`src/rtl/core/nd_pkg.sv`:
```
// Package of the nutrient dosing controller: widths, register map, reset values and types.
package nd_pkg;

    localparam int TIME_WIDTH = 32;
    localparam int NOW_WIDTH  = 32;
    localparam int PPM_WIDTH  = 16;
    localparam int CNT_WIDTH  = 8;
    localparam int DUR_WIDTH  = 32;
    localparam int CFG_DATA_WIDTH = 32;
    localparam int CFG_IDX_WIDTH  = 3;

    typedef logic [TIME_WIDTH-1:0]     t_time;
    typedef logic [NOW_WIDTH-1:0]      t_now;
    typedef logic [PPM_WIDTH-1:0]      t_ppm;
    typedef logic [CNT_WIDTH-1:0]      t_cnt;
    typedef logic [DUR_WIDTH-1:0]      t_dur;
    typedef logic [CFG_DATA_WIDTH-1:0] t_cfg_data;

    typedef enum logic [CFG_IDX_WIDTH-1:0] {
        REG_PPM_LOW        = 3'd0,
        REG_PPM_HIGH       = 3'd1,
        REG_TRIGGER_COUNT  = 3'd2,
        REG_PUMP_DURATION  = 3'd3,
        REG_LOCKOUT        = 3'd4,
        REG_CIRCULATION    = 3'd5
    } t_cfg_idx;

    localparam t_cnt COUNT_MAX = t_cnt'(255);

    localparam t_ppm RST_PPM_LOW       = t_ppm'(10);
    localparam t_ppm RST_PPM_HIGH      = t_ppm'(950);
    localparam t_cnt RST_TRIGGER_COUNT = t_cnt'(5);
    localparam t_dur RST_PUMP_DURATION = t_dur'(5 * 200);
    localparam t_dur RST_LOCKOUT       = t_dur'(30 * 1000);
    localparam t_dur RST_CIRCULATION   = t_dur'(10 * 1000);

    typedef struct packed {
        t_ppm ppm_low;
        t_ppm ppm_high;
        t_cnt trigger_count;
        t_dur pump_duration_ms;
        t_dur lockout_ms;
        t_dur circulation_ms;
    } t_cfg;

    typedef struct packed {
        t_now now_ms;
        t_ppm ppm;
        logic circulating;
    } t_poll;

    typedef struct packed {
        logic pump_on;
        logic dose_started;
        logic circulation_request;
    } t_result;

endpackage

```
`src/rtl/core/nd_if.sv`:
```
// Channel interfaces of the nutrient dosing controller: poll, result and configuration write.
interface nd_in_if;
    logic            valid;
    logic            ready;
    nd_pkg::t_now    now_ms;
    nd_pkg::t_ppm    ppm;
    logic            circulating;

    modport source (output valid, output now_ms, output ppm, output circulating, input ready);
    modport sink   (input valid, input now_ms, input ppm, input circulating, output ready);
endinterface

interface nd_out_if;
    logic valid;
    logic ready;
    logic pump_on;
    logic dose_started;
    logic circulation_request;

    modport source (output valid, output pump_on, output dose_started,
                    output circulation_request, input ready);
    modport sink   (input valid, input pump_on, input dose_started,
                    input circulation_request, output ready);
endinterface

interface nd_cfg_if;
    logic                                valid;
    logic                                ready;
    logic [nd_pkg::CFG_IDX_WIDTH-1:0]    index;
    nd_pkg::t_cfg_data                   data;

    modport source (output valid, output index, output data, input ready);
    modport sink   (input valid, input index, input data, output ready);
endinterface

```
`src/rtl/core/nd_cfg_regs.sv`:
```
// Configuration register file of the nutrient dosing controller.
module nd_cfg_regs (
    input  logic                             i_clk,
    input  logic                             i_rst_n,
    input  logic                             i_wr,
    input  logic [nd_pkg::CFG_IDX_WIDTH-1:0] i_idx,
    input  nd_pkg::t_cfg_data                i_data,
    output nd_pkg::t_cfg                     o_cfg
);

    nd_pkg::t_cfg r_cfg;
    nd_pkg::t_cfg n_cfg;

    always_comb begin
        n_cfg = r_cfg;
        if (i_wr) begin
            unique case (nd_pkg::t_cfg_idx'(i_idx))
                nd_pkg::REG_PPM_LOW:       n_cfg.ppm_low          = i_data[nd_pkg::PPM_WIDTH-1:0];
                nd_pkg::REG_PPM_HIGH:      n_cfg.ppm_high         = i_data[nd_pkg::PPM_WIDTH-1:0];
                nd_pkg::REG_TRIGGER_COUNT: n_cfg.trigger_count    = i_data[nd_pkg::CNT_WIDTH-1:0];
                nd_pkg::REG_PUMP_DURATION: n_cfg.pump_duration_ms = i_data[nd_pkg::DUR_WIDTH-1:0];
                nd_pkg::REG_LOCKOUT:       n_cfg.lockout_ms       = i_data[nd_pkg::DUR_WIDTH-1:0];
                nd_pkg::REG_CIRCULATION:   n_cfg.circulation_ms   = i_data[nd_pkg::DUR_WIDTH-1:0];
                default: begin
                end
            endcase
        end
    end

    always_ff @(posedge i_clk) begin
        if (!i_rst_n) begin
            r_cfg.ppm_low          <= nd_pkg::RST_PPM_LOW;
            r_cfg.ppm_high         <= nd_pkg::RST_PPM_HIGH;
            r_cfg.trigger_count    <= nd_pkg::RST_TRIGGER_COUNT;
            r_cfg.pump_duration_ms <= nd_pkg::RST_PUMP_DURATION;
            r_cfg.lockout_ms       <= nd_pkg::RST_LOCKOUT;
            r_cfg.circulation_ms   <= nd_pkg::RST_CIRCULATION;
        end else begin
            r_cfg <= n_cfg;
        end
    end

    assign o_cfg = r_cfg;

endmodule

```
`src/rtl/core/nd_dose_core.sv`:
```
// Dosing state and per-poll decision logic: deadlines, lockout, in-range count.
module nd_dose_core (
    input  logic            i_clk,
    input  logic            i_rst_n,
    input  logic            i_adv,
    input  nd_pkg::t_poll   i_poll,
    input  nd_pkg::t_cfg    i_cfg,
    output nd_pkg::t_result o_res
);

    nd_pkg::t_time r_pump_dl;
    nd_pkg::t_time r_lock_dl;
    nd_pkg::t_cnt  r_cnt;
    logic          r_pump_run;
    logic          r_lock_act;

    nd_pkg::t_time n_pump_dl;
    nd_pkg::t_time n_lock_dl;
    nd_pkg::t_cnt  n_cnt;
    logic          n_pump_run;
    logic          n_lock_act;

    nd_pkg::t_time now;
    nd_pkg::t_cnt  cnt_inc;
    logic          in_range;
    logic          dose;

    assign now      = nd_pkg::t_time'(i_poll.now_ms);
    assign cnt_inc  = r_cnt + nd_pkg::t_cnt'(1);
    assign in_range = (i_poll.ppm > i_cfg.ppm_low) && (i_poll.ppm < i_cfg.ppm_high);

    always_comb begin
        n_pump_dl  = r_pump_dl;
        n_lock_dl  = r_lock_dl;
        n_cnt      = r_cnt;
        n_pump_run = r_pump_run;
        n_lock_act = r_lock_act;
        dose       = 1'b0;

        if (r_pump_run && (now >= r_pump_dl)) begin
            n_pump_run = 1'b0;
        end

        if (!i_poll.circulating) begin
            if (r_lock_act && (now >= r_lock_dl)) begin
                n_lock_act = 1'b0;
            end
            if (!n_lock_act) begin
                if (in_range) begin
                    if (r_cnt != nd_pkg::COUNT_MAX) begin
                        n_cnt = cnt_inc;
                        dose  = (cnt_inc == i_cfg.trigger_count);
                    end
                end else begin
                    n_cnt = '0;
                end
            end
        end

        if (dose) begin
            n_pump_run = 1'b1;
            n_pump_dl  = now + nd_pkg::t_time'(i_cfg.pump_duration_ms);
            n_lock_act = 1'b1;
            n_lock_dl  = now + nd_pkg::t_time'(i_cfg.lockout_ms);
        end
    end

    always_ff @(posedge i_clk) begin
        if (!i_rst_n) begin
            r_pump_dl  <= '0;
            r_lock_dl  <= '0;
            r_cnt      <= '0;
            r_pump_run <= 1'b0;
            r_lock_act <= 1'b0;
        end else if (i_adv) begin
            r_pump_dl  <= n_pump_dl;
            r_lock_dl  <= n_lock_dl;
            r_cnt      <= n_cnt;
            r_pump_run <= n_pump_run;
            r_lock_act <= n_lock_act;
        end
    end

    assign o_res.pump_on             = n_pump_run;
    assign o_res.dose_started        = dose;
    assign o_res.circulation_request = dose;

endmodule

```
`src/rtl/core/nutrient_dosing_controller.sv`:
```
// Top level of the nutrient dosing controller.
// Usage:
//   i_in  : one poll per transfer (now_ms, ppm, circulating).
//   o_out : one result per poll (pump_on, dose_started, circulation_request),
//           in poll order.
//   i_cfg : register writes (index, data); ready is always high. Write only
//           while no poll is in flight. Unknown indexes are ignored.
//   circulation_ms is only held here; the circulation pump reads it when it
//   sees circulation_request.
// Pipeline: a transferred poll passes the input register, then the result
//   register, before its result shows on o_out.
// Throughput: one poll per cycle while o_out.ready stays high; the state update is a single pass of
//   compares, one add per deadline and a counter increment.
// Reset: registers return to their reset values, pump off, no lockout,
//   count zero, both pipeline stages empty.
// Stall: while o_out.ready is low a full result register holds; the input
//   register still takes one more poll, then i_in.ready drops.
module nutrient_dosing_controller (
    input  logic           i_clk,
    input  logic           i_rst_n,
    nd_in_if.sink          i_in,
    nd_out_if.source       o_out,
    nd_cfg_if.sink         i_cfg
);

    nd_pkg::t_cfg    cfg;
    nd_pkg::t_result res;

    logic            r_s1_vld;
    nd_pkg::t_poll   r_s1;
    logic            r_out_vld;
    nd_pkg::t_result r_out;

    logic            s1_adv;
    logic            in_xfer;

    assign s1_adv     = r_s1_vld && (!r_out_vld || o_out.ready);
    assign i_in.ready = !r_s1_vld || s1_adv;
    assign in_xfer    = i_in.valid && i_in.ready;
    assign i_cfg.ready = 1'b1;

    nd_cfg_regs u_cfg (
        .i_clk   (i_clk),
        .i_rst_n (i_rst_n),
        .i_wr    (i_cfg.valid),
        .i_idx   (i_cfg.index),
        .i_data  (i_cfg.data),
        .o_cfg   (cfg)
    );

    nd_dose_core u_core (
        .i_clk   (i_clk),
        .i_rst_n (i_rst_n),
        .i_adv   (s1_adv),
        .i_poll  (r_s1),
        .i_cfg   (cfg),
        .o_res   (res)
    );

    always_ff @(posedge i_clk) begin
        if (!i_rst_n) begin
            r_s1_vld <= 1'b0;
        end else if (in_xfer) begin
            r_s1_vld <= 1'b1;
        end else if (s1_adv) begin
            r_s1_vld <= 1'b0;
        end
    end

    always_ff @(posedge i_clk) begin
        if (in_xfer) begin
            r_s1.now_ms      <= i_in.now_ms;
            r_s1.ppm         <= i_in.ppm;
            r_s1.circulating <= i_in.circulating;
        end
    end

    always_ff @(posedge i_clk) begin
        if (!i_rst_n) begin
            r_out_vld <= 1'b0;
        end else if (s1_adv) begin
            r_out_vld <= 1'b1;
        end else if (o_out.ready) begin
            r_out_vld <= 1'b0;
        end
    end

    always_ff @(posedge i_clk) begin
        if (s1_adv) begin
            r_out <= res;
        end
    end

    assign o_out.valid               = r_out_vld;
    assign o_out.pump_on             = r_out.pump_on;
    assign o_out.dose_started        = r_out.dose_started;
    assign o_out.circulation_request = r_out.circulation_request;

    a_dose_drives_pump: assert property (@(posedge i_clk) disable iff (!i_rst_n)
        (r_out_vld && r_out.dose_started) |-> r_out.pump_on)
        else $error("dose started without pump on");

    a_request_matches_dose: assert property (@(posedge i_clk) disable iff (!i_rst_n)
        r_out_vld |-> (r_out.circulation_request == r_out.dose_started))
        else $error("circulation request differs from dose flag");

    a_stage_moves: assert property (@(posedge i_clk) disable iff (!i_rst_n)
        (r_s1_vld && !r_out_vld) |=> r_out_vld)
        else $error("poll stuck in input register with empty result register");

    a_no_overwrite: assert property (@(posedge i_clk) disable iff (!i_rst_n)
        (r_out_vld && !o_out.ready) |=> (r_out_vld && $stable(r_out)))
        else $error("stalled result lost or changed");

endmodule

```
`src/flat_wrapper.sv`:
```
// flat-port wrapper written by rule: the top's interface ports become plain ports
module nutrient_dosing_controller_flat 
  (i_clk, i_rst_n, i_in_valid, i_in_now_ms, i_in_ppm, i_in_circulating, i_in_ready, o_out_valid, o_out_pump_on, o_out_dose_started, o_out_circulation_request, o_out_ready, i_cfg_valid, i_cfg_index, i_cfg_data, i_cfg_ready);
  nd_in_if i_in_i ();
  nd_out_if o_out_i ();
  nd_cfg_if i_cfg_i ();
  input  logic i_clk;
  input  logic i_rst_n;
  input wire logic [$bits(i_in_i.valid)-1:0] i_in_valid;
  input wire logic [$bits(i_in_i.now_ms)-1:0] i_in_now_ms;
  input wire logic [$bits(i_in_i.ppm)-1:0] i_in_ppm;
  input wire logic [$bits(i_in_i.circulating)-1:0] i_in_circulating;
  output wire logic [$bits(i_in_i.ready)-1:0] i_in_ready;
  output wire logic [$bits(o_out_i.valid)-1:0] o_out_valid;
  output wire logic [$bits(o_out_i.pump_on)-1:0] o_out_pump_on;
  output wire logic [$bits(o_out_i.dose_started)-1:0] o_out_dose_started;
  output wire logic [$bits(o_out_i.circulation_request)-1:0] o_out_circulation_request;
  input wire logic [$bits(o_out_i.ready)-1:0] o_out_ready;
  input wire logic [$bits(i_cfg_i.valid)-1:0] i_cfg_valid;
  input wire logic [$bits(i_cfg_i.index)-1:0] i_cfg_index;
  input wire logic [$bits(i_cfg_i.data)-1:0] i_cfg_data;
  output wire logic [$bits(i_cfg_i.ready)-1:0] i_cfg_ready;
  assign i_in_i.valid = i_in_valid;
  assign i_in_i.now_ms = i_in_now_ms;
  assign i_in_i.ppm = i_in_ppm;
  assign i_in_i.circulating = i_in_circulating;
  assign i_in_ready = i_in_i.ready;
  assign o_out_valid = o_out_i.valid;
  assign o_out_pump_on = o_out_i.pump_on;
  assign o_out_dose_started = o_out_i.dose_started;
  assign o_out_circulation_request = o_out_i.circulation_request;
  assign o_out_i.ready = o_out_ready;
  assign i_cfg_i.valid = i_cfg_valid;
  assign i_cfg_i.index = i_cfg_index;
  assign i_cfg_i.data = i_cfg_data;
  assign i_cfg_ready = i_cfg_i.ready;
  nutrient_dosing_controller u_core (.i_clk(i_clk), .i_rst_n(i_rst_n), .i_in(i_in_i), .o_out(o_out_i), .i_cfg(i_cfg_i));
endmodule
```
`config.mk`:
```
export PLATFORM = sky130hd
export DESIGN_NAME = nutrient_dosing_controller_flat
export DESIGN_NICKNAME = d
export VERILOG_FILES = /design/src/rtl/core/nd_pkg.sv /design/src/rtl/core/nd_if.sv /design/src/rtl/core/nd_cfg_regs.sv /design/src/rtl/core/nd_dose_core.sv /design/src/rtl/core/nutrient_dosing_controller.sv /design/src/flat_wrapper.sv
export SDC_FILE = /design/constraint.sdc
export NUM_CORES = 1
export LEC_CHECK = 0
export ABC_CLOCK_PERIOD_IN_PS = 2950
export BUFFER_PORTS_ARGS = -buffer_cell sky130_fd_sc_hd__buf_2
export CORE_MARGIN = 2
export CORE_UTILIZATION = 25
export CTS_BUF_LIST = sky130_fd_sc_hd__clkbuf_16
export DETAILED_ROUTE_END_ITERATION = 7
export PLACE_DENSITY = 0.44
export SLEW_MARGIN = 20
export SYNTH_ARGS = -nofsm -noshare
export SYNTH_HDL_FRONTEND = slang
export SYNTH_SLANG_ARGS = --single-unit
```
`constraint.sdc`:
```
create_clock -name i_clk -period 2.95 [get_ports i_clk]
set_input_delay 0.4425 -clock i_clk [delete_from_list [all_inputs] [get_ports i_clk]]
set_output_delay 0.4425 -clock i_clk [all_outputs]
set_load 0.01 [all_outputs]
```
==> results of run 1 <==
## power by group
group	switching [mW]	internal, mW	leakage, nW
logic	0.623	0.514	4.62
registers	0.0571	3.32	1.95
clock network	1.46	2.17	0.483
total	2.14	6.00	7.06
## per-stage QoR
| stage | hold slack, ps | power, mW | utilization |
|---|---|---|---|
| after floorplan | 431.9 | 4.036 | - |
| after global placement | 443.7 | 4.482 | 0.2928 |
| after detailed placement | 451.6 | 4.491 | 0.2928 |
| after CTS | 8.472 | 8.210 | 0.3174 |
| after global routing | 14.17 | 8.517 | 0.3260 |
| final | 42.85 | 8.139 | 0.3260 |
## critical path, stage by stage, from the launching register on
cell	delay, ps
edfxtp_1	510
ha_4	320
a211o_1	160
a31oi_4	40
o21ai_2	190
a41oi_2	130
o21ai_1	190
buf_4	190
a21oi_4	80
buf_6	130
or4b_4	570
mux2_4	290
nor2_1	70
## area by class of cell
| class | count | area (um^2) |
|---|---|---|
| multi-input cells | 1141 | 8228 |
| clock buffers | 30 | 750.7 |
| flip-flops and latches | 231 | 5135 |
| repair buffers | 256 | 1857 |
| well taps | 696 | 870.8 |
| fillers | 5720 | 36130 |
| clock inverters | 22 | 200.2 |
| inverters | 115 | 434.2 |
## sequential cells by signal, indices dropped and copies added (netlist names)
signal,cells
u_core.o_out.dose_started,1
u_core.o_out.pump_on,1
u_core.o_out.valid,1
u_core.r_s1,49
u_core.r_s1_vld,1
u_core.u_cfg.o_cfg,104
u_core.u_core.r_cnt,8
u_core.u_core.r_lock_act,1
u_core.u_core.r_lock_dl,32
u_core.u_core.r_pump_dl,32
u_core.u_core.r_pump_run,1
## worst max-delay path by stage
| stage | from | endpoint |
|---|---|---|
| 5_1_grt | u_core.r_s1[19] | u_core.u_core.r_cnt[0] |
| 2_1_floorplan | u_core.r_s1[6] | u_core.u_core.r_pump_dl[31] |
| 6_report | u_core.r_s1[19] | u_core.u_core.r_cnt[0] |
| 3_5_place_dp | u_core.r_s1[23] | u_core.u_core.r_cnt[0] |
| 4_1_cts | u_core.r_s1[21] | u_core.u_core.r_lock_dl[24] |
| 3_3_place_gp | u_core.r_s1[23] | u_core.u_core.r_cnt[0] |
## synthesized netlist by cell type, types with 13 or more instances
cell and count:
o21ai_0 34, inv_1 115, ha_1 158, dfxtp_1 180, nand2b_1 14, xnor2_1 43
mux2i_1 46, o21a_1 13, nand4_1 21, edfxtp_1 51, nand3_1 36, a21o_1 59
nor3_1 15, nand2_1 250, clkbuf_1 51, o211ai_1 16, a21oi_1 150, xor2_1 18
nor2_1 100, a211oi_1 14
## kinds of logic (layout without fill, tap and decap cells)
group,after synthesis,after routing
compound gates,365,365
xor+xnor,62,62
fa+ha+maj,160,160
buf+inv,177,423
flops,231,231
mux,47,47
other cells,1,1
simple gates,506,506
## layer usage
layer  GRT usage  up-vias
met3     0.02250       57
met5           0        -
met4     0.04124        4
li1            -     5895
met2      0.2479      166
met1      0.1979     5481
## repair_timing
item,CTS,global route
pin swaps,22,51
cloned,2,1
gates resized for setup,55,73
setup endpoints to repair,75,75
buffers inserted,10,11
==> results.sh, run 1 <==
export IMPL_path_max_fanout=6
export IMPL_criticalPathCategory="reg -> reg"
export IMPL_whs_endpoint="u_core.r_s1[8]"
export IMPL_final_antenna_net_count=0
export IMPL_htree_levels=1
export IMPL_die_x_um=236.6
export IMPL_wl_um=41850
export IMPL_finalSetupViolations=0
export IMPL_synth_seq_cells=231
export IMPL_dr_total_vias=11600
export IMPL_synth_compound_area_frac=0.1741
export IMPL_r2r_cells=12
export IMPL_io_buffers=93
export IMPL_place_ws_ps=-339.5
export IMPL_mostFrequentLayoutCell="nand2_1"
export IMPL_wire_per_inst_um=16.80
export IMPL_start_util=0.2523
export IMPL_p_leak_nw=7.057
export IMPL_yosysTopAreaCell="dfxtp_1"
export IMPL_drt_iter0_drc=494
export IMPL_synth_xor_area_frac=0.04071
export IMPL_ys_async_sr_fraction=0
export IMPL_cp_arrival_ps=3460
export IMPL_wl_met1_um=20080
export IMPL_die_area_mm2=0.05596
export IMPL_final_cells=2491
export IMPL_syn_instance_count=1549
export IMPL_grt_overflow_total=0
export IMPL_syn_num_nets=1798
export IMPL_min_from="i_in_ppm[7]"
export IMPL_root_buffer="clkbuf_16"
export IMPL_route_met3_wl_um=1428
export IMPL_synthFlopType="dfxtp_1"
export IMPL_grt_antenna_before_repair=4
export IMPL_cts_tree="built"
export IMPL_rr_startpoint="u_core.r_s1[19]"
export IMPL_die_h_um=236.6
export IMPL_core_area_mm2=0.05360
export IMPL_grt_usage=0.1482
export IMPL_synth_fa_ha_area_frac=0.1492
export IMPL_tns_ps=0
export IMPL_clock_path_buffers=3
export IMPL_clock_skew_ps=9.340
export IMPL_grt_pass1_wl_um=65410
export IMPL_rrSetupSlack_ps=0.6
export IMPL_dp_cells=2417
export IMPL_syn_avg_cell_area_um2=8.729
export IMPL_final_cell_mix="247 x nand2_1, 180 x dfxtp_1, 147 x ha_1, 142 x buf_4, 137 x a21oi_1"
export IMPL_hold_path_class="in -> reg"
export IMPL_clk_latency_ps=570
export IMPL_maxUsedRoutingLayer="met5"
export IMPL_placed_area_mm2=0.01569
export IMPL_r2r_end="u_core.u_core.r_cnt[0]"
export IMPL_fmax_mhz=339.1
export IMPL_status="finished, final reports clean"
export IMPL_syn_area_mm2=0.01352
export IMPL_worstMarginPinSlew_ps=792.6
export IMPL_fin_area_mm2=0.01748
export IMPL_period_share=0.9998
export IMPL_routabilityCongestion=0.8465
export IMPL_maxCapViolCount=0
export IMPL_hold_violations=0
export IMPL_cts_sinks=231
export IMPL_n_antenna_cell=0
export IMPL_dr_pass1_iters=7
export IMPL_p_per_area_mw_per_mm2=465.7
export IMPL_post_dp_hpwl_um=30800
export IMPL_yosysSeqAreaShare=0.3798
export IMPL_rsz0062_at_grt="true"
export IMPL_cts_buffers=29
export IMPL_crit_path_start_kind="flop"
export IMPL_cts_hold_buf=0
export IMPL_drc=0
export IMPL_ioPinCount=95
export IMPL_ys_warn_count=0
export IMPL_ir_worst_vdd_v=0.0004395
export IMPL_synth_area_top_cells="dfxtp_1 27%, ha_1 15%, edfxtp_1 11%"
export IMPL_synth_top_family_by_area="compound AO/OA/AOI/OAI gates"
export IMPL_clkTransAtPathRegs_ps=60
export IMPL_min_period_ps=2949
export IMPL_worstPathRequired_ps=3460
export IMPL_route_met2_wl_um=19260
export IMPL_slew_violations=0
export IMPL_synth_cell_types=75
export IMPL_placementRows=85
export IMPL_syn2layout_area_growth_pct=29.24
export IMPL_synthMuxAreaShare=0.03488
export IMPL_grt_pass1_vias=11690
export IMPL_final_nets=2023
export IMPL_whs_path_depth=1
export IMPL_synth_top_cell_area_share=0.2665
export IMPL_drive_above_1_share=0.2223
export IMPL_grt_max_degree=53
export IMPL_layout_setup_ws_ps=0.5795
export IMPL_synth_simple_area_share=0.1698
export IMPL_synth_edf_count=51
export IMPL_slew_headroom=0.4716
export IMPL_avgViaCountPerCell=4.658
export IMPL_endpoint_kind="flop"
(Power assumes the default switching activity.)
==> inputs of run 2 (changes only) <==
--- a/config.mk
+++ b/config.mk
@@ -9,7 +9,8 @@
 export BUFFER_PORTS_ARGS = -buffer_cell sky130_fd_sc_hd__buf_2
 export CORE_MARGIN = 2
 export CORE_UTILIZATION = 25
-export CTS_BUF_LIST = sky130_fd_sc_hd__clkbuf_16
+export CTS_BUF_LIST = sky130_fd_sc_hd__clkbuf_4
+export CTS_CLUSTER_SIZE = 20
 export DETAILED_ROUTE_END_ITERATION = 7
 export PLACE_DENSITY = 0.44
 export SLEW_MARGIN = 20
==> results.sh, run 2 (synthesis results as in run 1) <==
export IMPL_wl_met1_um=20340
export IMPL_routabilityCongestion=0.8465
export IMPL_core_area_mm2=0.05360
export IMPL_wire_per_inst_um=16.22
export IMPL_route_met2_wl_um=19610
export IMPL_grt_usage=0.1531
export IMPL_status="finished with violations"
export IMPL_pwr_share_clk=0.422
export IMPL_cpPeakStageDelay_ps=440
export IMPL_avgViaCountPerCell=4.592
export IMPL_maxUsedRoutingLayer="met5"
export IMPL_placed_area_mm2=0.01569
export IMPL_drive_above_1_share=0.2460
export IMPL_grt_pass1_wl_um=67010
export IMPL_cts_buffers=73
export IMPL_maxCapViolCount=0
export IMPL_dr_pass1_iters=5
export IMPL_post_dp_hpwl_um=30800
export IMPL_finalSetupViolations=1
export IMPL_grt_max_degree=53
export IMPL_pwr_share_seq=0.422
export IMPL_power_switching_mw=2.248
export IMPL_grt_overflow_total=0
export IMPL_cts_sinks=231
export IMPL_slew_headroom=0.4620
export IMPL_fillers=5700
export IMPL_final_nets=2153
export IMPL_final_cell_mix="248 x nand2_1, 179 x dfxtp_1, 146 x ha_1, 146 x buf_4, 138 x a21oi_1"
export IMPL_p_per_area_mw_per_mm2=435.4
export IMPL_hold_violations=0
export IMPL_combPwrFrac=0.156
export IMPL_p_sw_frac=0.2811
export IMPL_p_leak_nw=7.527
export IMPL_placementRows=85
export IMPL_clkTransAtPathRegs_ps=60
export IMPL_die_area_mm2=0.05596
export IMPL_period_share=1.004
export IMPL_route_met3_wl_um=1852
export IMPL_die_x_um=236.6
export IMPL_mostFrequentLayoutCell="nand2_1"
export IMPL_largest_register_ff_count=104
export IMPL_intPower_mw=5.748
export IMPL_criticalPathCategory="reg -> reg"
export IMPL_dr_total_vias=12220
export IMPL_clk_latency_ps=780
export IMPL_clock_path_buffers=3
export IMPL_crit_path_top_delay_cell="edfxtp_1"
export IMPL_area_sequential_mm2=0.005136
export IMPL_die_h_um=236.6
export IMPL_fin_area_mm2=0.01836
export IMPL_layout_setup_ws_ps=-12.34
export IMPL_ioPinCount=95
export IMPL_worstPathRequired_ps=3620
export IMPL_path_cells="ha_4, a21o_1, a21o_1, a21oi_1, o31a_1, o21ai_1, a211o_4, nor4_4, buf_6, nand2_1, buf_6, o32ai_1"
export IMPL_crit_path_start_kind="flop"
export IMPL_fmax_mhz=337.6
export IMPL_start_util=0.2523
export IMPL_ir_worst_vdd_v=0.0002613
export IMPL_wl_um=43150
export IMPL_cts_tree="built"
export IMPL_syn2layout_area_growth_pct=35.80
export IMPL_path_max_fanout=9
export IMPL_utilization=0.3426
export IMPL_final_antenna_net_count=0
export IMPL_io_buffers=93
export IMPL_endpoint_kind="flop"
export IMPL_grt_pass1_vias=12450
export IMPL_root_buffer="clkbuf_4"
export IMPL_htree_levels=3
export IMPL_grt_antenna_before_repair=5
export IMPL_min_period_ps=2962
export IMPL_drc=0
export IMPL_rsz0062_at_grt="true"
export IMPL_multi_input_area_mm2=0.008268
export IMPL_cp_arrival_ps=3630
export IMPL_drt_iter0_drc=513
export IMPL_clock_skew_ps=37.42
export IMPL_slew_violations=0
export IMPL_hold_path_class="in -> reg"
export IMPL_worstMarginPinSlew_ps=807.0
export IMPL_violations="setup timing"
## run 2: per-layer routing
metal | vias up | global-route usage
met5 | - | 0
met4 | 6 | 0.05869
met3 | 83 | 0.03707
met2 | 225 | 0.2494
met1 | 5696 | 0.1953
li1 | 6208 | -
## run 2: through the flow
step / setup slack, ps / hold slack (ps) / setup TNS (ps) / power [mW] / instances
finish: -12.34 / 111.9 / -12.34 / 7.996 / 2661
CTS: -29.13 / 48.66 / -35.31 / 8.085 / 2639
global placement: -276.5 / 443.7 / -11220 / 4.482 / 2417
detailed placement: -339.5 / 451.6 / -18110 / 4.491 / 2417
floorplan: 186.4 / 431.9 / 0 / 4.036 / 1549
global route: -132.8 / 60.62 / -2169 / 8.477 / 2661
## run 2: path summary, 6_finish.rpt
check,cells after the start,start,endpoint,slack (ps)
worst min-delay path,3,i_rst_n,u_core.u_core.r_lock_dl[29],110
worst min register to register,2,u_core.u_cfg.o_cfg[132],u_core.u_cfg.o_cfg[132],460
worst max-delay path,12,u_core.r_s1[6],u_core.u_core.r_pump_dl[30],-10
worst max register to register,12,u_core.r_s1[6],u_core.u_core.r_pump_dl[30],-10
## run 2: final cells by class
cell class / count / share of cell area
diodes: 6 / 0.0008177
multi-input cells: 1141 / 0.4503
well taps: 696 / 0.04742
inverters: 115 / 0.02378
repair buffers: 342 / 0.1466
clock buffers: 114 / 0.04661
flip-flops and latches: 231 / 0.2797
clock inverters: 16 / 0.004838
## run 2: critical path: cells and delay by family (launching register included)
kind,cells,cell delay [ps]
flip-flops,1,440
buffers and inverters,2,450
AND/OR/NAND/NOR,2,420
adder cells (fa/ha/maj),1,240
AO/OA/AOI/OAI,7,1290
## run 2: timing repair
action                     4_1_cts  5_1_grt
hold endpoints to repair       154        0
gates cloned                     1        3
gates resized for setup         51       79
buffers inserted                 7       14
pin swaps                       21       38
setup endpoints to repair       75       75
hold buffers                    84        0
## run 2: power groups by stage
stage	Sequential [mW]	Combinational, mW	Clock, mW
after floorplan	3.43	0.604	0
after global placement	3.44	1.04	0
after detailed placement	3.44	1.05	0
after CTS	3.37	1.18	3.53
after global routing	3.38	1.38	3.71
final	3.37	1.25	3.38
==> inputs of run 3 (changes only) <==
--- a/config.mk
+++ b/config.mk
@@ -8,11 +8,11 @@
 export ABC_CLOCK_PERIOD_IN_PS = 2950
 export BUFFER_PORTS_ARGS = -buffer_cell sky130_fd_sc_hd__buf_2
 export CORE_MARGIN = 2
-export CORE_UTILIZATION = 25
+export CORE_UTILIZATION = 35
 export CTS_BUF_LIST = sky130_fd_sc_hd__clkbuf_4
 export CTS_CLUSTER_SIZE = 20
 export DETAILED_ROUTE_END_ITERATION = 7
-export PLACE_DENSITY = 0.44
+export PLACE_DENSITY = 0.56
 export SLEW_MARGIN = 20
 export SYNTH_ARGS = -nofsm -noshare
 export SYNTH_HDL_FRONTEND = slang
==> results.sh, run 3 (synthesis results as in run 1) <==
export IMPL_ir_worst_vdd_v=0.0003294
export IMPL_clock_skew_ps=59.14
export IMPL_htree_levels=3
export IMPL_syn2layout_area_growth_pct=33.75
export IMPL_maxCapViolCount=0
export IMPL_p_per_area_mw_per_mm2=426.7
export IMPL_clk_latency_ps=740
export IMPL_p_leak_nw=7.500
export IMPL_grt_max_degree=139
export IMPL_final_cell_mix="247 x nand2_1, 180 x dfxtp_1, 147 x ha_1, 134 x a21oi_1, 128 x buf_4"
export IMPL_clock_path_buffers=3
export IMPL_dr_pass1_iters=7
export IMPL_min_period_ps=3006
export IMPL_worstMarginPinSlew_ps=763.5
export IMPL_path_max_fanout=3
export IMPL_total_power_mw=7.716
export IMPL_routabilityCongestion=0.8963
export IMPL_grt_pass1_vias=12350
export IMPL_die_area_mm2=0.04022
export IMPL_cp_arrival_ps=3590
export IMPL_dr_total_vias=12450
export IMPL_cts_tree="built"
export IMPL_tns_ps=-175.8
export IMPL_final_nets=2136
export IMPL_ioPinCount=95
export IMPL_slew_headroom=0.4910
export IMPL_final_cells=2448
export IMPL_violations="setup timing"
export IMPL_hold_path_class="in -> reg"
export IMPL_grt_usage=0.1987
export IMPL_root_buffer="clkbuf_4"
export IMPL_clkTransAtPathRegs_ps=70
export IMPL_core_area_mm2=0.03784
export IMPL_wl_um=42150
export IMPL_drive_above_1_share=0.2417
export IMPL_cts_sinks=231
export IMPL_wire_per_inst_um=17.22
export IMPL_fmax_mhz=332.7
export IMPL_drc=0
export IMPL_crit_path_start_kind="flop"
export IMPL_layout_setup_ws_ps=-55.52
export IMPL_slew_violations=0
export IMPL_mostFrequentLayoutCell="nand2_1"
export IMPL_period_share=1.019
export IMPL_die_h_um=200.6
export IMPL_largest_register_ff_count=104
export IMPL_hold_violations=0
export IMPL_rsz0062_at_grt="true"
export IMPL_final_antenna_net_count=0
export IMPL_criticalPathCategory="reg -> reg"
export IMPL_endpoint_kind="flop"
export IMPL_drt_iter0_drc=588
export IMPL_finalSetupViolations=7
export IMPL_start_util=0.3573
export IMPL_worstPathRequired_ps=3540
export IMPL_avgViaCountPerCell=5.085
export IMPL_cts_buffers=68
export IMPL_dp_cells=2213
export IMPL_grt_overflow_total=0
export IMPL_grt_antenna_before_repair=1
export IMPL_placementRows=71
export IMPL_status="finished with violations"
export IMPL_io_buffers=93
export IMPL_die_x_um=200.6
export IMPL_grt_pass1_wl_um=63740
export IMPL_post_dp_hpwl_um=28510
## run 3: cell count changes in the layout (fill, tap and decap cells not counted), sizes merged
cell         previous run  this run
dlygate4sd3            84        83
clkbuf                117       107
clkinv                 13        14
buf                   255       241
clkinvlp                0         1
diode                   6         1
## run 3: path summary, 6_finish.rpt
kind,from,endpoint,slack [ps],cells past startpoint
min reg2reg,u_core.u_cfg.o_cfg[117],u_core.u_cfg.o_cfg[117],450,2
min,i_rst_n,u_core.u_cfg.o_cfg[73],110,2
max reg2reg,u_core.r_s1[22],u_core.u_core.r_lock_dl[18],-60,11
max,u_core.r_s1[22],u_core.u_core.r_lock_dl[18],-60,11
## run 3: critical path, stage by stage (launching register included)
cell and delay [ps]:
edfxtp_1 440, ha_1 330, buf_4 150, and3_1 170, a221o_1 400, a2111oi_4 390, buf_4 210, buf_6 110
o31ai_1 110, a31oi_1 190, xor2_1 230, o22ai_1 110
## run 3: cell type report
type	instances	area, um^2
clock buffer	101	758.2
clock inverter	18	100.1
multi-input combinational	1141	8315
timing repair buffer	330	2700
tap	511	639.4
sequential	231	5135
inverter	115	434.2
antenna	1	2.502
fill	3697	19760
## run 3: timing repair
item                                   CTS  global route
hold buffers                            83             0
endpoints found under the hold margin  122             0
resized for setup                       42            98
buffers inserted                         6            19
setup endpoints to repair               73            74
cloned                                   0             9
pin swaps                               27            58
## run 3: routing by layer
metal,share of wire,track usage,routed length [um],vias up
met1,0.44,0.2482,18630,5887
li1,-,-,-,6160
met3,0.049,0.03734,2070,85
met2,0.48,0.3392,20030,317
met5,0,0,0,-
met4,0.034,0.07619,1419,0
## run 3: power by group
part	internal [mW]	leakage (nW)	total [mW]	switching, mW
Sequential	3.32	1.95	3.38	0.0613
Combinational	0.574	5.03	1.22	0.650
Clock	1.65	0.514	3.11	1.46
## run 3: through the flow
stage | worst slack, ps | instance area [um^2] | utilization | hold slack, ps
final | -55.52 | 18080 | 0.4779 | 113.7
after global routing | -192.8 | 18080 | 0.4779 | 62.92
after CTS | -119.0 | 17230 | 0.4554 | 61.40
after detailed placement | -240.7 | 15340 | 0.4054 | 446.9
after global placement | -145.0 | 15340 | 0.4054 | 443.2
after floorplan | 186.4 | 13520 | - | 431.9
